--- src/rtl/assert_macros.svh ---
// assertion macros shared by the pulse beat detector rtl
// no dependencies; compiled out when SYNTHESIS is defined
`ifndef ASSERT_MACROS_SVH
`define ASSERT_MACROS_SVH
`ifndef SYNTHESIS
`define PBD_ASSERT(label, clk, rst, prop) \
   label: assert property (@(posedge clk) disable iff (rst) prop) \
      else $error("pbd assertion failed");
`define PBD_ASSERT_IMP(label, clk, rst, ante, cons) \
   label: assert property (@(posedge clk) disable iff (rst) (ante) |-> (cons)) \
      else $error("pbd implication failed");
`else
`define PBD_ASSERT(label, clk, rst, prop)
`define PBD_ASSERT_IMP(label, clk, rst, ante, cons)
`endif
`endif

--- src/rtl/pbd_pkg.sv ---
// types and constants of the pulse beat detector
// no dependencies; used by pbd_div and pulse_beat_detector
package pbd_pkg;

   localparam int unsigned DIV_W     = 11;  // divisor width, covers intervals below 2048
   localparam int unsigned QUO_W     = 8;   // quotient width, rate stays below 256
   localparam int unsigned DIV_STEPS = 16;  // one quotient bit per cycle over the dividend
   localparam int unsigned CNT_W     = 4;

   localparam logic [DIV_STEPS-1:0] MS_PER_MIN   = 16'd60000;
   localparam logic [31:0]          BEAT_MIN_IBI = 32'd300;
   localparam logic [31:0]          BEAT_MAX_IBI = 32'd2000;
   localparam logic [31:0]          WINDOW_MS    = 32'd2000;

   localparam logic signed [15:0] BASELINE_RESET = 16'sd2048;
   localparam logic signed [15:0] PEAK_MAX_RESET = 16'sd0;
   localparam logic signed [15:0] PEAK_MIN_RESET = 16'sd32767;

   typedef struct packed {
      logic signed [15:0] sample;
      logic [31:0]        now_ms;
   } req_type;

   typedef struct packed {
      logic [7:0]         bpm;
      logic               beat_detected;
      logic signed [15:0] threshold;
   } rsp_type;

   typedef struct packed {
      logic busy;
      logic done;
   } div_status_type;

endpackage

--- src/rtl/pbd_div.sv ---
// restoring divider: 60000 / interval, one quotient bit per cycle
// depends on pbd_pkg
module pbd_div (
   input  logic                            clock,
   input  logic                            reset,
   input  logic                            start,
   input  logic [pbd_pkg::DIV_W-1:0]       divisor,
   output pbd_pkg::div_status_type         status,
   output logic [pbd_pkg::QUO_W-1:0]       quotient
);

   logic                          busy_ff, busy_in;
   logic                          done_ff, done_in;
   logic [pbd_pkg::CNT_W-1:0]     cnt_ff, cnt_in;
   logic [pbd_pkg::DIV_W-1:0]     dvs_ff, dvs_in;
   logic [pbd_pkg::DIV_W-1:0]     rem_ff, rem_in;
   logic [pbd_pkg::QUO_W-1:0]     quo_ff, quo_in;
   logic [pbd_pkg::DIV_W:0]       trial;
   logic                          fits;

   // shift in the next dividend bit, msb first
   assign trial = {rem_ff, pbd_pkg::MS_PER_MIN[cnt_ff]};
   assign fits  = trial >= {1'b0, dvs_ff};

   always_comb begin
      busy_in = busy_ff;
      done_in = 1'b0;
      cnt_in  = cnt_ff;
      dvs_in  = dvs_ff;
      rem_in  = rem_ff;
      quo_in  = quo_ff;
      if (start) begin
         busy_in = 1'b1;
         cnt_in  = pbd_pkg::CNT_W'(pbd_pkg::DIV_STEPS - 1);
         dvs_in  = divisor;
         rem_in  = '0;
         quo_in  = '0;
      end else if (busy_ff) begin
         rem_in = fits ? pbd_pkg::DIV_W'(trial - {1'b0, dvs_ff})
                       : pbd_pkg::DIV_W'(trial);
         quo_in = {quo_ff[pbd_pkg::QUO_W-2:0], fits};
         cnt_in = cnt_ff - 1'b1;
         if (cnt_ff == '0) begin
            busy_in = 1'b0;
            done_in = 1'b1;
         end
      end
   end

   always_ff @(posedge clock) begin
      if (reset) begin
         busy_ff <= 1'b0;
         done_ff <= 1'b0;
         cnt_ff  <= '0;
      end else begin
         busy_ff <= busy_in;
         done_ff <= done_in;
         cnt_ff  <= cnt_in;
      end
      dvs_ff <= dvs_in;
      rem_ff <= rem_in;
      quo_ff <= quo_in;
   end

   assign status.busy = busy_ff;
   assign status.done = done_ff;
   assign quotient    = quo_ff;

endmodule

--- src/rtl/pulse_beat_detector.sv ---
// pulse beat detector top level: sequencer, detector state and output register
// depends on pbd_pkg, pbd_div and assert_macros.svh

// One request carries a signed sample and a millisecond timestamp and yields
// exactly one response with the current bpm, the beat flag and the midpoint
// threshold that was used for that sample. The block takes one request at a
// time and stalls its input meanwhile: a request without a qualifying beat
// interval passes through the peak, threshold and decide steps to the output
// step, which loads the response register, and the next request can be taken
// once the block is back in idle. One that updates bpm also passes through
// the divide step, where the bit-serial divider forms 60000 / interval one
// quotient bit per cycle, and the quotient is then handed over to bpm before
// the output step. A finished response waits in its own register,
// so the next request may be taken while the previous response is still
// stalled; the following response then holds in the output step until the
// first one is taken. The baseline is written through csr_wr_en /
// csr_wr_data and takes effect at the next window reset; write it only while
// the block is idle.
`include "assert_macros.svh"

module pulse_beat_detector (
   input  logic               clock,
   input  logic               reset,
   // request channel
   input  logic               req_valid,
   output logic               req_stall,
   input  pbd_pkg::req_type   req_data,
   // response channel
   output logic               rsp_valid,
   input  logic               rsp_stall,
   output pbd_pkg::rsp_type   rsp_data,
   // configuration
   input  logic               csr_wr_en,
   input  logic signed [15:0] csr_wr_data
);

   // sequencer codes
   localparam logic [2:0] S_IDLE   = 3'd0;
   localparam logic [2:0] S_PEAK   = 3'd1;
   localparam logic [2:0] S_THR    = 3'd2;
   localparam logic [2:0] S_DECIDE = 3'd3;
   localparam logic [2:0] S_DIV    = 3'd4;
   localparam logic [2:0] S_OUT    = 3'd5;

   logic [2:0]                state_ff, state_in;

   // latched request
   logic signed [15:0]        sample_ff, sample_in;
   logic [31:0]               now_ff, now_in;

   // detector state
   logic signed [15:0]        baseline_ff, baseline_in;
   logic signed [15:0]        max_ff, max_in;
   logic signed [15:0]        min_ff, min_in;
   logic                      flag_ff, flag_in;
   logic [31:0]               last_beat_ff, last_beat_in;
   logic [31:0]               last_reset_ff, last_reset_in;
   logic [7:0]                bpm_ff, bpm_in;

   // per-request intermediates
   logic signed [15:0]        thr_ff, thr_in;
   logic                      in_band_ff, in_band_in;
   logic                      win_ff, win_in;
   logic [pbd_pkg::DIV_W-1:0] ibi_ff, ibi_in;

   // response register
   logic                      rsp_valid_ff, rsp_valid_in;
   pbd_pkg::rsp_type          rsp_data_ff, rsp_data_in;

   logic [31:0]               ibi;
   logic [31:0]               since_reset;
   logic signed [16:0]        span;
   logic signed [16:0]        thr_sum;
   logic                      beat;
   logic                      out_free;
   logic                      div_start;
   pbd_pkg::div_status_type   div_status;
   logic [pbd_pkg::QUO_W-1:0] div_quo;

   // modular time differences, evaluated once the request is latched
   assign ibi         = now_ff - last_beat_ff;
   assign since_reset = now_ff - last_reset_ff;

   // max is never below min after widening, so the halving is a plain shift
   assign span    = 17'(max_ff) - 17'(min_ff);
   assign thr_sum = 17'(min_ff) + (span >>> 1);

   // rising crossing while unarmed
   assign beat = (sample_ff > thr_ff) && !flag_ff;

   assign out_free  = !rsp_valid_ff || !rsp_stall;
   assign div_start = (state_ff == S_DECIDE) && beat && (last_beat_ff != '0) && in_band_ff;

   pbd_div u_div (
      .clock    (clock),
      .reset    (reset),
      .start    (div_start),
      .divisor  (ibi_ff),
      .status   (div_status),
      .quotient (div_quo)
   );

   always_comb begin
      state_in      = state_ff;
      sample_in     = sample_ff;
      now_in        = now_ff;
      baseline_in   = csr_wr_en ? csr_wr_data : baseline_ff;
      max_in        = max_ff;
      min_in        = min_ff;
      flag_in       = flag_ff;
      last_beat_in  = last_beat_ff;
      last_reset_in = last_reset_ff;
      bpm_in        = bpm_ff;
      thr_in        = thr_ff;
      in_band_in    = in_band_ff;
      win_in        = win_ff;
      ibi_in        = ibi_ff;
      rsp_valid_in  = rsp_valid_ff && rsp_stall;
      rsp_data_in   = rsp_data_ff;

      unique case (state_ff)
         S_IDLE: begin
            if (req_valid) begin
               sample_in = req_data.sample;
               now_in    = req_data.now_ms;
               state_in  = S_PEAK;
            end
         end
         S_PEAK: begin
            // widen the window and classify both time differences
            if (sample_ff > max_ff) max_in = sample_ff;
            if (sample_ff < min_ff) min_in = sample_ff;
            in_band_in = (ibi > pbd_pkg::BEAT_MIN_IBI) && (ibi < pbd_pkg::BEAT_MAX_IBI);
            ibi_in     = ibi[pbd_pkg::DIV_W-1:0];
            win_in     = since_reset > pbd_pkg::WINDOW_MS;
            state_in   = S_THR;
         end
         S_THR: begin
            thr_in   = $signed(thr_sum[15:0]);
            state_in = S_DECIDE;
         end
         S_DECIDE: begin
            if (beat) begin
               last_beat_in = now_ff;
               flag_in      = 1'b1;
            end
            // re-arm below threshold; equal leaves the flag alone
            if (sample_ff < thr_ff) flag_in = 1'b0;
            // window reset applies to the next request
            if (win_ff) begin
               max_in        = baseline_ff;
               min_in        = baseline_ff;
               last_reset_in = now_ff;
            end
            state_in = div_start ? S_DIV : S_OUT;
         end
         S_DIV: begin
            if (div_status.done) begin
               bpm_in   = div_quo;
               state_in = S_OUT;
            end
         end
         S_OUT: begin
            if (out_free) begin
               rsp_valid_in              = 1'b1;
               rsp_data_in.bpm           = bpm_ff;
               rsp_data_in.beat_detected = flag_ff;
               rsp_data_in.threshold     = thr_ff;
               state_in                  = S_IDLE;
            end
         end
         default: begin
            state_in = S_IDLE;
         end
      endcase
   end

   always_ff @(posedge clock) begin
      if (reset) begin
         state_ff      <= S_IDLE;
         baseline_ff   <= pbd_pkg::BASELINE_RESET;
         max_ff        <= pbd_pkg::PEAK_MAX_RESET;
         min_ff        <= pbd_pkg::PEAK_MIN_RESET;
         flag_ff       <= 1'b0;
         last_beat_ff  <= '0;
         last_reset_ff <= '0;
         bpm_ff        <= '0;
         rsp_valid_ff  <= 1'b0;
      end else begin
         state_ff      <= state_in;
         baseline_ff   <= baseline_in;
         max_ff        <= max_in;
         min_ff        <= min_in;
         flag_ff       <= flag_in;
         last_beat_ff  <= last_beat_in;
         last_reset_ff <= last_reset_in;
         bpm_ff        <= bpm_in;
         rsp_valid_ff  <= rsp_valid_in;
      end
      sample_ff   <= sample_in;
      now_ff      <= now_in;
      thr_ff      <= thr_in;
      in_band_ff  <= in_band_in;
      win_ff      <= win_in;
      ibi_ff      <= ibi_in;
      rsp_data_ff <= rsp_data_in;
   end

   assign req_stall = (state_ff != S_IDLE);
   assign rsp_valid = rsp_valid_ff;
   assign rsp_data  = rsp_data_ff;

   // threshold always sits inside the widened window
   `PBD_ASSERT_IMP(a_thr_in_window, clock, reset, state_ff == S_DECIDE,
      (thr_ff >= min_ff) && (thr_ff <= max_ff))
   // the divider only runs while the sequencer waits on it
   `PBD_ASSERT_IMP(a_div_owned, clock, reset, div_status.busy, state_ff == S_DIV)
   // a set rate always comes from an in-band interval
   `PBD_ASSERT_IMP(a_bpm_range, clock, reset, bpm_ff != '0,
      (bpm_ff >= 8'd30) && (bpm_ff <= 8'd199))
   // a new response only appears from the output step
   `PBD_ASSERT(a_rsp_source, clock, reset, $rose(rsp_valid_ff) |-> $past(state_ff) == S_OUT)

endmodule
--- config.mk ---
export PLATFORM = sky130hd
export DESIGN_NAME = pulse_beat_detector
export DESIGN_NICKNAME = d
export VERILOG_FILES = /design/src/rtl/pbd_pkg.sv /design/src/rtl/pbd_div.sv /design/src/rtl/pulse_beat_detector.sv
export VERILOG_INCLUDE_DIRS = /design/src /design/src/rtl
export SDC_FILE = /design/constraint.sdc
export NUM_CORES = 1
export LEC_CHECK = 0
export BUFFER_PORTS_ARGS = -buffer_cell sky130_fd_sc_hd__buf_4
export CAP_MARGIN = 20
export CORE_MARGIN = 3
export CORE_UTILIZATION = 65
export CTS_BUF_LIST = sky130_fd_sc_hd__clkbuf_8
export CTS_CLUSTER_DIAMETER = 50
export CTS_CLUSTER_SIZE = 24
export DETAILED_ROUTE_END_ITERATION = 6
export HOLD_SLACK_MARGIN = 0.03
export PLACE_DENSITY = 0.88
export RECOVER_POWER = 50
export SLEW_MARGIN = 15
export SYNTH_ARGS = -nofsm -noshare
export SYNTH_HDL_FRONTEND = slang
export SYNTH_SLANG_ARGS = --single-unit
--- constraint.sdc ---
create_clock -name clock -period 9.4 [get_ports clock]
set_input_delay 1.88 -clock clock [delete_from_list [all_inputs] [get_ports clock]]
set_output_delay 1.88 -clock clock [all_outputs]
set_load 0.01 [all_outputs]
== Word-level counts from Yosys, hierarchy flattened ==
Memory sizes are Yosys's and may differ from the RTL's. A register that Yosys moved wholly into a read port is not among the register bits.
Cells that the tools add are included.

* Register bits: 263
* Memory bits (read-only): 16
* Input port bits: 69
* Output and inout port bits: 27
* Logic and storage cells: 103
* Memories kept: 1

{| class="wikitable"
|+ Memory list
! name !! words !! width !! rd ports !! clocked after Yosys merged registers in !! wr ports !! line !! RTL
|-
| (no name shown) || 16 || 1 || 1 || 1 || 0 || pbd_div.sv:22 || <nowiki>assign trial = {rem_ff, pbd_pkg::MS_PER_MIN[cnt_ff]};</nowiki>
|}

* Add/subtract/negate cells: 6
* $lt $le $gt $ge: 9
* Equality and inequality tests: 11
* Mux-type cells: 24
* Bitwise operators: 1
* Reductions and logical operators: 27

{| class="wikitable"
|+ Operator list
! cell !! count
|-
| one-hot mux 16 bit (2 select lines) || 2
|-
| subtractor 32 bit || 2
|-
| 2-to-1 mux 16 bit || 3
|-
| greater-than comparator 16 bit || 2
|-
| greater-than comparator 32 x 11 -> 1 bit, second input constant || 1
|-
| greater-than comparator 32 x 9 -> 1 bit, second input constant || 1
|-
| < comparator 16 bit || 2
|-
| < comparator 32 x 11 -> 1 bit, second input constant || 1
|-
| nonzero test 32 bit || 1
|-
| one-hot mux 3 bit (6 select lines) || 1
|-
| subtractor 16 x 16 -> 17 bit || 1
|-
| adder 16 bit || 1
|-
| 2-to-1 mux 4 bit || 4
|-
| >= comparator 12 x 11 -> 1 bit || 1
|-
| AND reduction 2 bit || 6
|-
| 2-to-1 mux 11 bit || 1
|-
| subtractor 11 bit || 1
|-
| 2-to-1 mux 1 bit || 10
|-
| inequality test 2 bit, second input constant || 5
|-
| 2-to-1 mux 3 bit || 3
|-
| AND reduction 3 bit || 3
|-
| equality test 3 x 2 -> 1 bit, second input constant || 2
|-
| equality test 3 bit, second input constant || 2
|-
| logical AND 1 bit || 6
|-
| 12 further kinds || 16
|}

== Logic depth before layout (Yosys ltp) ==
Gate-level depths: netlist of run 1.

* Depth after elaboration: 8
* Depth in mapped cells: 18
* Depth with buffers taken out: 18

== Modules after synthesis ==
Synthesis of run 1 repeated with hierarchy kept, for this count alone.

* Cell total of the unflattened synthesis: 1,769
* Area total of the unflattened synthesis: 16,069.2 µm²

{| class="wikitable"
|+ Modules (own cells, without submodules)
! module !! times used !! cells an instance !! area each (µm²) !! seq. area each (µm²)
|-
| pulse_beat_detector || 1 || 1,553 || 13,982.2 || 5,565.3
|-
| pbd_div || 1 || 216 || 2,087.0 || 850.8
|}

== Worst setup path before layout of run 1 ==
No wires, ideal clock.

* Path kind: input port to flip-flop
* Start point: input req_valid
* End point: register now_ff[0] (enable)
* Setup time: 0.454 ns
* Arrival time: 3.921 ns
* Data required time: 8.946 ns
* Slack: 5.025 ns
* Stages on the path: 2
* Buffers on the path: 0
* Cells stage by stage: inv_1 nor2_1

* Cells in the longest elaborated chain, start to end: 1

{| class="wikitable"
|+ RTL lines
! element !! line !! RTL
|-
| from (decl) || pulse_beat_detector.sv:25 || <nowiki>input logic req_valid,</nowiki>
|-
| AND reduction 2 bit (no source line) || -- ||
|-
| to (signal assigned) || pulse_beat_detector.sv:201 || <nowiki>now_ff <= now_in;</nowiki>
|-
| to (decl) || pulse_beat_detector.sv:49 || <nowiki>logic [31:0] now_ff, now_in;</nowiki>
|}

Every way passes these cells.
A chain may end at the register's enable or synchronous reset.

==> flow_metrics.tcl, run 1 <==
set metrics [dict create \
    status "complete, but fails checks" \
    violations "max-capacitance violations, max-slew violations" \
    grt_usage 0.284 \
    grt_pass1_vias 13000 \
    synth_compound_gate_area_share 0.171 \
    regToRegSetupSlack_ns 4.39 \
    fp.dieH_microns 162 \
    synth_warnings 0 \
    htreeDepth 1 \
    wl_microns 38000 \
    boundaryPins 96 \
    vias_per_cell 6.05 \
    dp.final_hpwl_microns 28600 \
    met3_usage 0.0412 \
    cts_tree "built" \
    yosysTopAreaCellShare 0.213 \
    wl_per_cell_microns 17.4 \
    finalCriticalPeriod_ns 5.23 \
    grt_use_met2 0.491 \
    hold_class "reg2reg" \
    syn_nets 1992 \
    cts_buffers 28 \
    use_met1 0.358 \
    area_growth_pct 10.3 \
    fp.dieW_microns 162 \
    postCtsSetupBuffers 0 \
    critPathLaunchType "input port" \
    core.rowCount 56 \
    dpl_cell_area_sq_um 16900 \
    cp.required_ns 9.87 \
    skew_ns 0.0236 \
    drive_above_1_share 0.0915 \
    setup_ws_ns 4.17 \
    post_cts_resized 0 \
    cp-end-kind "flip-flop" \
    start_util 0.669 \
    rsz0062_at_grt "no" \
    ys_ff_latch 264 \
    power-per-cell-area_nw_per_um2 200 \
    portBuffers 95 \
    final_cells 2188 \
    drc_errors 0 \
    synth_top_area_cell "edfxtp_1" \
    finalSetupViolations 0 \
    synthCells 1766 \
    design_area_sq_um 17500 \
    dieArea_sq_um 26400 \
    synthMuxAreaShare 0.0517 \
    timing.final.crit_share 0.557 \
    diodes 0 \
    antenna_found_initial 0 \
    path_class "in2reg" \
    synthAdderAreaFrac 0.126 \
    core_sq_um 23800 \
    cp_max_fo 54 \
    cp.arrival_ns 5.70 \
    synth_area_sq_um 15900 \
    top_usage_layer "met2" \
    gp_congestion 0.935 \
    hold_violations 0 \
    grt_overflow_total 0 \
    dr_total_vias 13200 \
    dp.cells 2136 \
    postCtsHoldBufs 0 \
    synth_edf_count 113 \
    ctsLongestPathBuffers 3 \
    p_leak_uw 0.00750 \
    yosys.area_share.simple 0.159 \
    irDropWorstVdd_mv 0.145 \
    max_freq_mhz 191 \
    maxSlewHeadroom -0.784 \
    synth_area_per_cell_sq_um 9.00 \
    synth_xor_area_frac 0.0342 \
    drv_cap 3 \
    synth_cell_types 73 \
    detail-route-antenna-nets 0 \
    synth_top_family_by_area "compound AO/OA/AOI/OAI gates" \
    dr.pass1.iters 5 \
    dp_slack_ns 5.28 \
    grt_pass1_wl_microns 62200 \
    report.final.slew_viol_count 117 \
    synth.yosys.seq_area_share 0.404 \
    drt_iter0_drc 966 \
    clk_pin_slew_ns 0.09 \
    root_buffer "clkbuf_8" \
    cts_sinks 264 \
    insertion_delay_ns 0.61 \
    fin_nets 2073 \
    ys.flop_type "dfxtp_1" \
    grt_max_degree 64 \
    fin_setup_tns_ns 0 \
    synth_area_leaders "edfxtp_1 21%, dfxtp_1 19%, ha_1 12%" \
    worstMarginPinSlew_ns 2.67 \
    synthArstFlopShare 0 \
]
per-layer routing:
layer	up-vias	share of wire
met5	-	0
met4	0	0.041
met3	120	0.069
met2	516	0.48
met1	6165	0.41
li1	6436	-
cells in the mapped netlist, types with 15 or more instances:
master / number
nand2_1: 191
inv_1: 170
a21oi_1: 163
nor2_1: 162
ha_1: 152
dfxtp_1: 151
edfxtp_1: 113
mux2i_1: 81
o21ai_0: 48
clkbuf_1: 47
a21o_1: 43
xnor2_1: 36
o21ai_1: 28
xor2_1: 26
nor3_1: 24
nand4_1: 22
nand2b_1: 21
nand3_1: 21
nor2b_1: 18
a211oi_1: 16
and3b_1: 16
o21a_1: 16
a31oi_1: 15
nor4_1: 15
area by class of cell:
class | instances | area [sq um]
Timing Repair Buffer | 107 | 773
Fill cell | 1767 | 6220
Tap cell | 319 | 399
Clock buffer | 32 | 440
Sequential cell | 264 | 6420
Clock inverter | 20 | 239
Multi-Input combinational cell | 1274 | 8620
Inverter | 172 | 646
state kept, by name (all words and copies together), names as in the netlist:
| name | count |
|---|---|
| u_div.dvs_ff | 11 |
| u_div.rem_ff | 11 |
| u_div.busy_ff | 1 |
| win_ff | 1 |
| last_reset_ff | 32 |
| last_beat_ff | 32 |
| u_div.cnt_ff | 4 |
| rsp_data | 25 |
| ibi_ff | 11 |
| max_ff | 16 |
| min_ff | 16 |
| thr_ff | 16 |
| flag_ff | 1 |
| u_div.trial | 1 |
| u_div.done_ff | 1 |
| state_ff | 3 |
| u_div.quotient | 8 |
| bpm_ff | 8 |
| sample_ff | 16 |
| baseline_ff | 16 |
| in_band_ff | 1 |
| rsp_valid | 1 |
| now_ff | 32 |
report_power, final:
group	internal (uW)	switching, uW	total (uW)
registers	1350	96.8	1440
clock network	397	471	868
logic	511	684	1200
total	2260	1250	3510
cells in the final DEF (no fill, tap or decap), drive strengths merged, types with 15 or more instances in the layout:
master	count
nand3	21
edfxtp	113
buf	53
inv	180
o21a	16
xnor2	36
dfxtp	151
nor2	162
a21oi	163
a21o	43
nor4	15
xor2	26
nor2b	18
nand4	22
a211oi	16
ha	152
nand2b	21
clkbuf	86
and3b	16
nor3	24
mux2i	81
a31oi	15
o21ai	76
nand2	191
final timing paths:
check | from | endpoint | cells past startpoint
setup / recovery | reset | u_div.trial[0] | 8
hold / removal | ibi_ff[6] | u_div.dvs_ff[6] | 0
setup reg to reg | state_ff[0] | max_ff[11] | 10
hold reg to reg | ibi_ff[6] | u_div.dvs_ff[6] | 0
cell families (layout without fill, tap and decap cells):
kind of cell    after synthesis  count (layout)
flops                       264             264
xor+xnor                     62              62
simple gates                542             542
mux                          82              82
compound gates              431             431
buf+inv                     228             331
fa+ha+maj                   157             157
stage by stage:
step / utilization / total power [uW] / hold WS (ns)
after floorplan: - / 2340 / 0.400
after global placement: 0.712 / 2590 / 0.402
after detailed placement: 0.712 / 2630 / 0.405
after CTS: 0.740 / 3500 / 0.426
after global routing: 0.738 / 3710 / 0.446
final: 0.738 / 3510 / 0.425
critical path, stage by stage:
cell	delay (ns)
clkbuf_1	1.67
inv_1	1.05
o21ai_1	0.38
ha_1	0.29
nand4b_1	0.11
o31ai_1	0.08
a21oi_1	0.16
o31ai_1	0.07
Note: power is estimated with default switching activity, not from simulation.
==> inputs of run 2 (changes only) <==
- ABC_AREA: default -> 1
- CORE_UTILIZATION: 65 -> 64
- PLACE_DENSITY: 0.88 -> 0.87
- clock period: 9.4 -> 5 ns (I/O delays scaled with it)
==> run 2 against run 1 <==
The flow still finishes with violations (max-capacitance violations, max-slew violations). Clock skew up 0.0075 ns. Register-to-register slack worse by 3.7 ns. Critical path depth is 1 lower. Wire length grew 6.0%. Final area is 3.6% higher. Setup slack got worse by 3.4 ns. Final cell count rose by 17%. Core utilization decreased by 2.1 points. Combinational power rose to 3.7 times the previous value. First-iteration DRC count is 11% higher. Global-route usage is 0.36 points lower. Sequential power increased by 120%. Highest routed layer unchanged.
==> flow_metrics.tcl, run 2 <==
set metrics [dict create \
    status "complete, but fails checks" \
    violations "max-capacitance violations, max-slew violations" \
    ys_ff_latch 264 \
    fp.dieW_microns 167 \
    synth.yosys.seq_area_share 0.387 \
    max_freq_mhz 234 \
    cp.arrival_ns 4.78 \
    portBuffers 95 \
    worstMarginPinSlew_ns 2.14 \
    fillers 1986 \
    ctsLongestPathBuffers 3 \
    cp-end-kind "flip-flop" \
    area_growth_pct 9.48 \
    irDropWorstVdd_mv 0.409 \
    synthTopCellsByCount "439 x nand2_1, 336 x inv_1, 219 x a21oi_1" \
    cp_max_fo 78 \
    diodes 0 \
    mostFrequentLayoutCells "441 x nand2_1, 338 x inv_1, 220 x a21oi_1" \
    gp_congestion 0.951 \
    root_buffer "clkbuf_8" \
    regToRegSetupSlack_ns 0.72 \
    path_cells "nand2_2 > nor2_1 > nand2_2 > clkbuf_2 > nand2_2 > nand2_1 > a21oi_1" \
    finalCriticalPeriod_ns 4.28 \
    hold_class "reg2reg" \
    drv_cap 3 \
    grt_max_degree 79 \
    post-route-util 0.717 \
    skew_ns 0.0311 \
    clk_pin_slew_ns 0.09 \
    timing.rr.end "max_ff[8]" \
    htreeDepth 1 \
    path_class "reg2reg" \
    finalSetupViolations 0 \
    final_common_cell "nand2_1" \
    yosysMostFrequentCell "nand2_1" \
    holdWs_ns 0.411 \
    boundaryPins 96 \
    syn_nets 2357 \
    dr_total_vias 14600 \
    synthCells 2131 \
    critPathMaxStageDelay_ns 1.57 \
    postCtsHoldBufs 0 \
    detail-route-antenna-nets 0 \
    postCtsSetupBuffers 0 \
    p_leak_uw 0.00830 \
    drc_errors 0 \
    maxSlewHeadroom -0.431 \
    cts_tree "built" \
    vias_per_cell 5.68 \
    synthArstFlopShare 0 \
    endpoint "max_ff[8]" \
    core_sq_um 25300 \
    antenna_found_initial 0 \
    synth_edf_count 113 \
    synth_warnings 0 \
    grt_pass1_wl_microns 66100 \
    cts_buffers 29 \
    rsz0062_at_grt "no" \
    grt_pass1_vias 14400 \
    dieArea_sq_um 27900 \
    dp.final_hpwl_microns 30800 \
    slowest_stage "nor2_1" \
    drt_iter0_drc 1071 \
    start_util 0.655 \
    power-per-cell-area_nw_per_um2 518 \
    synth_area_sq_um 16600 \
    critPathLaunchType "flip-flop" \
    cts_sinks 264 \
    hold_violations 0 \
    ff2ff_path_depth 7 \
    report.final.slew_viol_count 68 \
    ys.flop_type "dfxtp_1" \
    fin_setup_tns_ns 0 \
    cp.required_ns 5.50 \
    reg_top3 "last_beat_ff: 32 flops, last_reset_ff: 32 flops, now_ff: 32 flops" \
    core.rowCount 58 \
    synth_top_area_cell "edfxtp_1" \
    synth_cell_types 55 \
    synth_area_leaders "edfxtp_1 20%, dfxtp_1 18%, ha_1 11%" \
    rr_startpoint "state_ff[1]" \
    dr.pass1.iters 6 \
    timing.final.crit_share 0.855 \
    grt_usage 0.281 \
    insertion_delay_ns 0.61 \
    grt_overflow_total 0 \
    wl_per_cell_microns 15.7 \
    synth_area_per_cell_sq_um 7.79 \
    post_cts_resized 0 \
    drive_above_1_share 0.0875 \
    fp.dieH_microns 167 \
    startpoint "state_ff[1]" \
    fin_nets 2444 \
    yosysTopAreaCellShare 0.204 \
    wl_microns 40300 \
    crit_top_cell "nand2_2" \
]
-- run 2: cell count changes in the layout (fill, tap and decap cells not counted), sizes merged, moves of 18 or more --
cell    previous run  this run
nand2            191       459
inv              180       357
nand3             21       127
o21ai             76       153
mux2i             81         7
a21oi            163       232
a21o              43        15
nor2             162       136
nand2b            21         0
buf               53        34
nor2b             18         0
-- run 2: cells by family after synthesis --
family,synth area share
buffers and inverters,0.0925
adders and majority gates,0.121
xor gates and xnor gates,0.0338
and+or+nand+nor,0.211
muxes,0.00422
AOI/OAI and AO/OA,0.151
DFF,0.387
-- run 2: layer usage --
| layer | global-route usage | vias up | wire length [microns] |
|---|---|---|---|
| met2 | 0.517 | 468 | 20200 |
| li1 | - | 7268 | - |
| met5 | 0 | - | 0 |
| met1 | 0.330 | 6734 | 16200 |
| met3 | 0.0347 | 127 | 2250 |
| met4 | 0.116 | 0 | 1680 |
-- run 2: report_power, final --
group	internal [uW]	switching [uW]
Combinational	1670	2820
Clock	877	875
Sequential	2840	329
Total	5390	4020
-- run 2: worst max-delay path, delay by kind of cell (launching register included) --
family                 cells  cell delay (ns)
and+or+nand+nor            5             2.61
AOI/OAI and AO/OA          1             0.16
DFF                        1             0.48
buffers and inverters      1             0.88
-- run 2: worst min-delay path by stage --
stage                          from         endpoint  slack (ns)  cells past startpoint
after global routing      ibi_ff[8]  u_div.dvs_ff[8]        0.44                      0
after global placement    ibi_ff[4]  u_div.dvs_ff[4]        0.40                      0
after detailed placement  ibi_ff[5]  u_div.dvs_ff[5]        0.41                      0
final                     ibi_ff[2]  u_div.dvs_ff[2]        0.41                      0
after floorplan           ibi_ff[0]  u_div.dvs_ff[0]        0.40                      0
after CTS                 ibi_ff[2]  u_div.dvs_ff[2]        0.42                      0
-- run 2: per-stage QoR --
step / instances / total power, uW / area (sq um) / worst slack (ns)
floorplan: 2131 / 6530 / 16600 / 1.51
global placement: 2516 / 7330 / 17500 / 1.41
detailed placement: 2517 / 7580 / 17600 / 1.25
CTS: 2570 / 9370 / 18300 / 1.20
global route: 2570 / 10100 / 18200 / 0.364
finish: 2570 / 9410 / 18200 / 0.724
-- run 2: final cells by class --
| cell class | count | area, sq um | share of cell area |
|---|---|---|---|
| well taps | 330 | 413 | 0.0227 |
| multi-input cells | 1475 | 8610 | 0.474 |
| repair buffers | 101 | 684 | 0.0377 |
| flip-flops and latches | 264 | 6420 | 0.353 |
| clock inverters | 23 | 327 | 0.0180 |
| inverters | 347 | 1300 | 0.0717 |
| clock buffers | 30 | 413 | 0.0227 |
==> inputs of run 3 (changes only) <==
- CAP_MARGIN: 20 -> 10
- SYNTH_HIERARCHICAL: default -> 1
==> run 3 against run 2 <==
Clock skew up 0.011 ns. Non-clock buffer count up 1. First-iteration DRC count up 43%. Clock power down 6%. The run ends with design-rule violations, max-capacitance violations, max-slew violations left. Setup slack better by 0.43 ns. Sequential power up 10%. Final area up 2.9%. Combinational power up 39%. Final cell count up 7.9%. Core utilization down 0.23 points. Die area up 2.6%.
==> flow_metrics.tcl, run 3 <==
set metrics [dict create \
    status "complete, but fails checks" \
    violations "design-rule violations, max-capacitance violations, max-slew violations" \
    syn_nets 2557 \
    dp.final_hpwl_microns 34100 \
    synth_area_sq_um 17100 \
    cts_buffers 26 \
    fp.dieH_microns 169 \
    skew_ns 0.0420 \
    detail-route-antenna-nets 0 \
    vias_per_cell 5.71 \
    cp.required_ns 5.50 \
    worstMarginPinSlew_ns 2.92 \
    dieArea_sq_um 28600 \
    timing.rr.end "u_div/trial[0]" \
    critPathLaunchType "flip-flop" \
    critPathMaxStageDelay_ns 0.49 \
    drive_above_1_share 0.0767 \
    dr.pass1.iters 7 \
    finalCriticalPeriod_ns 3.85 \
    start_util 0.652 \
    min_to "u_div/dvs_ff[10]" \
    grt_pass1_vias 14900 \
    timing.final.crit_share 0.769 \
    reg_top3 "last_beat_ff: 32 flops, last_reset_ff: 32 flops, now_ff: 32 flops" \
    dr_total_vias 15800 \
    drv_cap 3 \
    p_leak_uw 0.00882 \
    finalSetupViolations 0 \
    core_sq_um 26100 \
    hold_class "reg2reg" \
    drc_errors 6 \
    maxSlewHeadroom -0.947 \
    htreeDepth 1 \
    crit_buf_inv 3 \
    fp.dieW_microns 169 \
    synthCells 2331 \
    dp.cells 2726 \
    wl_per_cell_microns 15.6 \
    synth_warnings 6 \
    grt_usage 0.298 \
    wl_microns 43400 \
    cts_sinks 264 \
    path_class "reg2reg" \
    crit_top_cell "nand2_1" \
    dpl_cell_area_sq_um 18100 \
    slowest_stage "edfxtp_1" \
    antenna_found_initial 0 \
    grt_overflow_total 0 \
    crit_family "simple AND/OR/NAND/NOR gates" \
    diodes 0 \
    ctsLongestPathBuffers 3 \
    portBuffers 95 \
    final_cells 2774 \
    fin_setup_tns_ns 0 \
    fin_nets 2645 \
    grt_pass1_wl_microns 70700 \
    root_buffer "clkbuf_8" \
    power-per-cell-area_nw_per_um2 607 \
    postCtsHoldBufs 0 \
    cp_max_fo 17 \
    path_cells "ha_1 > nand2_1 > inv_1 > nand3_1 > nor3_1 > nand2_1 > nand2_1 > nand2_1 > nand2_1 > nand3_1 > inv_1 > nor2_1 > a221oi_1 > inv_1 > ha_1 > o21ai_0 > nand2_1 > o21ai_0" \
    postCtsSetupBuffers 0 \
    irDropWorstVdd_mv 0.428 \
    mostFrequentLayoutCells "556 x nand2_1, 392 x inv_1, 227 x a21oi_1" \
    regToRegSetupSlack_ns 1.15 \
    grt_max_degree 72 \
    holdWs_ns 0.414 \
    insertion_delay_ns 0.60 \
    cp-end-kind "flip-flop" \
    clk_pin_slew_ns 0.11 \
    report.final.slew_viol_count 156 \
    p_total_uw 11400 \
    drt_iter0_drc 1531 \
    cts_tree "built" \
    hold_start "ibi_ff[10]" \
    final_common_cell "nand2_1" \
    synth_area_per_cell_sq_um 7.31 \
    post_cts_resized 0 \
    max_freq_mhz 260 \
    hold_violations 0 \
    design_area_sq_um 18700 \
    min_delay_path_depth 0 \
    core.rowCount 59 \
    gp_congestion 1.01 \
    area_growth_pct 9.61 \
    cp.arrival_ns 4.35 \
    ff2ff_path_depth 18 \
    boundaryPins 96 \
    rsz0062_at_grt "no" \
    rr_startpoint "sample_ff[15]" \
]
run 3: changes by cell type in the layout (fill, tap and decap cells not counted), moves of 30 or more:
cell     change
inv_1       +54
nand2_1    +115
nor2_1      +57
o21ai_0     +55
o21ai_1     -30
run 3: worst reg2reg max path: cells and delay by family (launching register included):
family,cells,cell delay (ns)
AOI/OAI and AO/OA,3,0.69
buffers and inverters,3,0.62
and+or+nand+nor,10,1.40
adders and majority gates,2,0.56
DFF,1,0.49
run 3: per-layer routing:
metal | GRT usage | routed length, microns | vias to the layer above
li1 | - | - | 7818
met1 | 0.408 | 18300 | 7223
met2 | 0.494 | 19700 | 699
met3 | 0.0424 | 4120 | 105
met4 | 0.0893 | 1310 | 0
met5 | 0 | 0 | -
run 3: through the flow:
step                 util  setup slack (ns)
global placement    0.691              1.43
global route        0.715             0.780
detailed placement  0.691              1.29
CTS                 0.717              1.22
finish              0.715              1.15
floorplan               -              1.51
run 3: how the worst max path moves through the flow:
stage                        from        endpoint  slack [ns]  depth (start not counted)
floorplan               req_valid       now_ff[0]        1.51                          2
global placement        min_ff[0]      thr_ff[15]        1.43                         21
detailed placement  sample_ff[15]  u_div/trial[0]        1.29                         18
CTS                 sample_ff[15]  u_div/trial[0]        1.22                         18
global route        sample_ff[15]  u_div/trial[0]        0.78                         18
finish              sample_ff[15]  u_div/trial[0]        1.15                         18
run 3: layout make-up:
cell class	instances	area (sq um)
Multi-Input combinational cell	1630	8960
Fill cell	2104	7440
Timing Repair Buffer	102	721
Sequential cell	264	6420
Clock buffer	27	372
Inverter	395	1480
Tap cell	335	419
Clock inverter	21	313
run 3: power by group:
part | switching, uW | leakage (uW) | total (uW) | internal [uW]
sequential | 455 | 0.00227 | 3500 | 3050
clock | 897 | 0.000337 | 1640 | 742
combinational | 3940 | 0.00621 | 6210 | 2270
